**config.mk**
```make
export PLATFORM = sky130hd
export DESIGN_NAME = imf_raster_ctrl
export DESIGN_NICKNAME = d
export VERILOG_FILES = /design/src/rtl/imf_pkg.sv /design/src/rtl/imf_raster_ctrl.sv
export SDC_FILE = /design/constraint.sdc
export NUM_CORES = 1
export LEC_CHECK = 0
export BUFFER_PORTS_ARGS = -buffer_cell sky130_fd_sc_hd__buf_2
export CORE_MARGIN = 1.5
export CORE_UTILIZATION = 53
export CTS_BUF_LIST = sky130_fd_sc_hd__clkbuf_16
export CTS_CLUSTER_DIAMETER = 80
export DETAILED_ROUTE_END_ITERATION = 8
export MAX_ROUTING_LAYER = met4
export PLACE_DENSITY = 0.84
export SYNTH_ARGS = -nofsm -noshare
export SYNTH_HDL_FRONTEND = slang
export SYNTH_SLANG_ARGS = --single-unit
```
**constraint.sdc**
```tcl
create_clock -name clock -period 11.6 [get_ports clock]
set_input_delay 2.32 -clock clock [delete_from_list [all_inputs] [get_ports clock]]
set_output_delay 2.32 -clock clock [all_outputs]
set_load 0.01 [all_outputs]
```
**src/rtl/imf_pkg.sv**
```systemverilog
// ----------------------------------------------------------------------------
// imf_pkg
// Shared types, codes and helpers for the image mirror/flip core.
// ----------------------------------------------------------------------------
package imf_pkg;

   typedef enum logic [1:0] {
      FMT_GRAY8       = 2'd0,
      FMT_RGB24       = 2'd1,
      FMT_RGBA32      = 2'd2,
      FMT_UNSUPPORTED = 2'd3
   } pixel_format_type;

   localparam logic [2:0] CSR_FRAME_WIDTH  = 3'd0;
   localparam logic [2:0] CSR_FRAME_HEIGHT = 3'd1;
   localparam logic [2:0] CSR_PIXEL_FORMAT = 3'd2;
   localparam logic [2:0] CSR_FLIP_ROWS    = 3'd3;
   localparam logic [2:0] CSR_FLIP_COLS    = 3'd4;

   typedef enum logic {
      ST_CLEAR = 1'b0,
      ST_RUN   = 1'b1
   } store_state_type;

   typedef struct packed {
      pixel_format_type pixel_format;
      logic             flip_rows;
      logic             flip_cols;
   } mode_cfg_type;

   typedef struct packed {
      pixel_format_type pixel_format;
      logic             line_last;
      logic             frame_last;
      logic             format_error;
   } step_meta_type;

   // Last valid index for a programmed size: zero acts as one, large values saturate.
   function automatic int unsigned clamp_last(input logic [8:0] size, input int unsigned maxv);
      int unsigned v;
      v = 32'(size);
      if (v == 0) return 0;
      if (v > maxv) return maxv - 1;
      return v - 1;
   endfunction

   function automatic logic [31:0] format_mask(input pixel_format_type fmt);
      unique case (fmt)
         FMT_GRAY8:  return 32'h0000_00FF;
         FMT_RGB24:  return 32'h00FF_FFFF;
         default:    return 32'hFFFF_FFFF;
      endcase
   endfunction

endpackage

```
**src/rtl/imf_raster_ctrl.sv**
```systemverilog
// ----------------------------------------------------------------------------
// imf_raster_ctrl
// Raster counters and bank select; produces the store write address, the
// mirrored read address and the flags of the current transaction.
// ----------------------------------------------------------------------------
module imf_raster_ctrl
   import imf_pkg::*;
#(
   parameter int MAX_WIDTH  = 256,
   parameter int MAX_HEIGHT = 256
) (
   input  logic                                              clock,
   input  logic                                              reset,
   input  logic                                              step_en,
   input  logic [$clog2(MAX_WIDTH)-1:0]                      w_last,
   input  logic [$clog2(MAX_HEIGHT)-1:0]                     h_last,
   input  mode_cfg_type                                      mode,
   output logic [$clog2(MAX_WIDTH)+$clog2(MAX_HEIGHT):0]     rd_addr,
   output logic [$clog2(MAX_WIDTH)+$clog2(MAX_HEIGHT):0]     wr_addr,
   output step_meta_type                                     meta
);

   localparam int XW = $clog2(MAX_WIDTH);
   localparam int YW = $clog2(MAX_HEIGHT);

   logic [XW-1:0] col_ff, col_in;
   logic [YW-1:0] row_ff, row_in;
   logic          bank_ff, bank_in;

   logic [XW-1:0] x, rx;
   logic [YW-1:0] y, ry;
   logic          last_col, last_row, fmt_err;

   always_comb begin
      last_col = col_ff >= w_last;
      last_row = row_ff >= h_last;
      x        = last_col ? w_last : col_ff;
      y        = last_row ? h_last : row_ff;
      fmt_err  = mode.pixel_format == FMT_UNSUPPORTED;
      rx       = (mode.flip_cols && !fmt_err) ? w_last - x : x;
      ry       = (mode.flip_rows && !fmt_err) ? h_last - y : y;
      rd_addr  = {~bank_ff, ry, rx};
      wr_addr  = {bank_ff, y, x};
      meta.pixel_format = mode.pixel_format;
      meta.line_last    = last_col;
      meta.frame_last   = last_col && last_row;
      meta.format_error = fmt_err;
   end

   always_comb begin
      col_in  = col_ff;
      row_in  = row_ff;
      bank_in = bank_ff;
      if (step_en) begin
         if (last_col) begin
            col_in = '0;
            if (last_row) begin
               row_in  = '0;
               bank_in = ~bank_ff;
            end else begin
               row_in = row_ff + 1'b1;
            end
         end else begin
            col_in = col_ff + 1'b1;
         end
      end
   end

   always_ff @(posedge clock) begin
      if (reset) begin
         col_ff  <= '0;
         row_ff  <= '0;
         bank_ff <= 1'b0;
      end else begin
         col_ff  <= col_in;
         row_ff  <= row_in;
         bank_ff <= bank_in;
      end
   end

endmodule

```
# == After elaboration in Yosys (flattened, before gate mapping) ==
# Cells that the tools add are included.
# totals
in_bits,23
regBits,17
word_cells,23
out_inout_bits,39
# classes
n_mux,6
n_eq_ne,1
bitwise_logic,1
n_reduce_logical,6
magnitude_cmp,2
add_sub_neg,4
# ops
operator,n
8-bit 2-to-1 mux,6
"8-bit by 1-bit adder with 8-bit output, second input constant",2
8-bit greater-or-equal comparator,2
8-bit subtractor,2
1-bit logical AND,3
3-bit AND reduction,1
"2-bit == test, second input constant",1
2-bit AND reduction,1
1-bit zero test,1
1-bit NOT,1

# == Logic depth before layout (Yosys ltp) ==
# depth
word_depth,4
ltp_mapped,20
depth_no_buf,20

# == Least setup slack after synthesis ==
# No wires, ideal clock.
# synth_path
path_kind,input to output
from,in h_last[2]
to,out rd_addr[15]
path_buffers,2
arrival_ns,6.188
required_time_ns,9.280
cell_stages,17
path_slack_ns,3.092
cell_sequence,inv_1 -> ha_1 -> a211oi_2 -> o21ai_2 -> a211oi_4 -> clkbuf_1 -> clkbuf_1 -> nor2_1 -> a21oi_1 -> ha_1 -> a21o_1 -> a21oi_1 -> a311o_2 -> nand3_1 -> a311o_1 -> o211a_1 -> or4_1
# synth_via
elab_chain_cells,4
# synth_rtl
element,line_no,source
"start, declared",imf_raster_ctrl.sv:16,"input logic [$clog2(MAX_HEIGHT)-1:0] h_last,"
8-bit greater-or-equal comparator,imf_raster_ctrl.sv:36,last_row = row_ff >= h_last;
8-bit 2-to-1 mux,imf_raster_ctrl.sv:38,y = last_row ? h_last : row_ff;
8-bit subtractor,imf_raster_ctrl.sv:41,ry = (mode.flip_rows && !fmt_err) ? h_last - y : y;
8-bit 2-to-1 mux *,imf_raster_ctrl.sv:41,
"end, declared",imf_raster_ctrl.sv:18,"output logic [$clog2(MAX_WIDTH)+$clog2(MAX_HEIGHT):0] rd_addr,"
# Mark *: on every way between the ends. The rest lies on a longest branch, timed or not.

# == Worst setup path in the final report ==
# layout_path
from,in h_last[5]
to,out rd_addr[15]
# Same word-level chain as after synthesis.

==> out/metrics.csv <==
stage,metric,value,unit
outcome,status,"finished, final reports clean",
grt,grt_first_pass_wirelength,8170,um
grt,grt_max_degree,33,
worst_setup_path,cp.arrival,6.78,ns
timing,slew_headroom,0.283,
yosys,synth_cell_types,47,
detailed_routing,vias,2295,
yosys,yosysMostFrequentCell,inv_1,
placed_design,port_buffers,61,
yosys,ys_seq_area_frac,0.152,
clock_tree,cts-htree-levels,1,
worst_setup_path,cp-start-kind,primary input,
worst_setup_path,startpoint,h_last[5],
floorplanning,die_h,67.9,um
floorplanning,rows,23,
cells_and_area,fin_nets,423,
pwr,ir_drop,52.4,uV
yosys,synth_area,0.00223,mm^2
floorplanning,coreArea,0.00403,mm^2
worst_setup_path,crit_fanout,32,
yosys,ys_ff_latch,17,
clock_tree,tritoncts,yes,
floorplanning,fp.dieArea,0.00461,mm^2
worst_hold_path,hold_start,bank_ff,
floorplanning,pin_count,62,
clock_tree,cts_num_sinks,17,
grt,antenna_found_initial,0,
worst_setup_path,cp-endpoint,rd_addr[15],
timing,finalSetupViolations,0,
yosys,synthAdderAreaFrac,0.192,
placed_design,dp_hpwl,4010,um
yosys,synth_top_flop_cell,dfxtp_1,
worst_setup_path,required,9.28,ns
pwr,p_switching,0.0528,mW
pwr,power.density,69.3,mW/mm^2
grt,gr-total-overflow,0,
yosys,syn_nets,373,
clock_tree,root_buffer,clkbuf_16,
worst_setup_path,reg2reg_slack,8.74,ns
clock_tree,cts_setup_buffers,0,
placed_design,place_area,0.00253,mm^2
pwr,p_comb_frac,0.288,
clock_tree,cts_hold_buf,0,
pwr,clock_power_share,0.377,
pwr,p_sw_frac,0.292,
timing,skew,0.00489,ns
detailed_routing,drc,0,
cells_and_area,fin_area,0.00261,mm^2
yosys,synth-edff-count,0,
timing,fin_hold_ws,0.512,ns
clock_tree,cts_buffers,3,
worst_setup_path,crit_path_end_kind,primary output,
yosys,synthXorXnorAreaFrac,0.0627,
timing,fin_crit,9.10,ns
pwr,seq_power_share,0.335,
yosys,yosys.area_share.simple,0.208,
cells_and_area,drive_above_1_share,0.205,
timing,fmax,110,MHz
floorplanning,die_w,67.9,um
timing,min_period_over_period,0.785,
timing,layout_setup_ws,2.50,ns
detailed_routing,antenna_left,0,
worst_setup_path,ff2ff_path_depth,7,
clock_tree,cts_resized,0,
flow_run,cap_violations,0,
detailed_routing,route.detailed.wl_per_inst,12.1,um
worst_hold_path,hold_class,flip-flop to flip-flop,
worst_setup_path,regToRegStartpoint,row_ff[5],
pwr,p_leak,1.36,nW
cells_and_area,syn_to_final_growth,16.7,%
timing,final_hold_viol_count,0,
detailed_routing,viasPerCell,5.52,
yosys,synth-compound-area-share,0.226,
pwr,power,0.181,mW
placed_design,globalplace.congestion,0.817,
yosys,synth_top_cell_area_share,0.174,
detailed_routing,routed_wl,5030,um
timing,tns,0,ns
yosys,yosys-top-cells-area,"ha_1 17%, dfxtp_1 15%, a21oi_1 7.8%",
floorplanning,start_util,0.554,
yosys,synthMuxAreaShare,0.0555,
yosys,yosysWarnings,0,
detailed_routing,drt_iter0_markers,93,
pwr,power.internal,0.128,mW
timing,tightest_slew,1.07,ns
worst_setup_path,critical_path_class,primary input to primary output,
grt,gr-usage-all-layers,0.227,
clock_tree,clock_path_buffers,2,
clock_tree,clk_pin_slew,0.05,ns
timing,slew_violations,0,
clock_tree,worstSkewPairLatency,0.25,ns
timing,rsz0062_at_grt,no,
placed_design,place_ws,2.55,ns
cells_and_area,antenna_cells,0,
yosys,synth_top_family_by_area,compound AO/OA/AOI/OAI gates,
cells_and_area,nFillCells,363,
yosys,netlist_top_cells_count,"40 x inv_1, 36 x nor2_1, 35 x a21oi_1",
grt,first_global_vias,1954,
worst_setup_path,worst_r2r_endpoint,row_ff[2],
yosys,synthArstFlopShare,0,
yosys,synth.avg_cell_area,7.05,um^2
detailed_routing,first_pass_iters,4,
yosys,synthCells,317,
yosys,synth_top_area_cell,ha_1,
==> power by group through the flow <==
stage / clock network, mW / logic (mW) / registers [mW]
floorplan: 0 / 0.0356 / 0.0614
global placement: 0 / 0.0502 / 0.0618
detailed placement: 0 / 0.0515 / 0.0617
CTS: 0.0697 / 0.0520 / 0.0605
global route: 0.0726 / 0.0592 / 0.0606
finish: 0.0681 / 0.0520 / 0.0606
==> worst min path at each step <==
stage / endpoint / slack [ns] / depth (start not counted)
finish: bank_ff / 0.51 / 2
global route: bank_ff / 0.54 / 2
CTS: bank_ff / 0.52 / 2
detailed placement: bank_ff / 0.51 / 2
global placement: bank_ff / 0.49 / 2
floorplan: bank_ff / 0.47 / 2
==> cells by family (layout without fill, tap and decap cells) <==
group / Yosys count / in the layout
adders and majority gates: 33 / 33
DFF: 17 / 17
and+or+nand+nor: 102 / 102
AOI/OAI and AO/OA: 80 / 80
xor gates and xnor gates: 16 / 16
buffers and inverters: 57 / 106
muxes: 12 / 12
==> critical path, stage by stage <==
cell and delay (ns):
buf_2 0.14, inv_1 0.09, ha_1 0.31, a211oi_1 0.24, nor2_1 0.14, a211oi_4 0.85, nor2_1 0.07, a21oi_1 0.34
ha_1 0.30, a21o_1 0.17, a21oi_1 0.35, a311o_2 0.22, nand3_1 0.08, a311o_1 0.41, o211a_1 0.13, or4_1 0.46
buf_2 0.16
==> sequential cells by signal, indices dropped and copies added, names as in the netlist <==
name and count:
bank_ff 1, col_ff 8, row_ff 8
==> layer usage <==
metal | part of all wire | global-route usage
met1 | 0.45 | 0.265
met4 | 0.0036 | 0.0475
met2 | 0.51 | 0.422
met3 | 0.042 | 0.0230
met5 | 0 | -
==> cell usage in the layout (no fill, tap or decap), types with 9 or more instances in the layout <==
cell,n
a21oi_1,35
buf_2,61
dfxtp_1,17
ha_1,31
inv_1,40
mux2i_1,9
nand2_1,27
nand3_1,9
nor2_1,36
o21ai_0,17
==> metrics by stage <==
stage                util  std cells
global route        0.647        416
CTS                 0.647        416
finish              0.647        416
floorplan               -        317
global placement    0.627        412
detailed placement  0.627        412
==> final cells by class <==
type	count	area, um^2	area share
clock buffer	3	75.1	0.0288
clock inverter	1	5.00	0.00192
inverter	40	150	0.0576
multi-input combinational	243	1660	0.637
sequential	17	340	0.131
tap	50	62.6	0.0240
timing repair buffer	62	313	0.120
(Power assumes the default switching activity.)
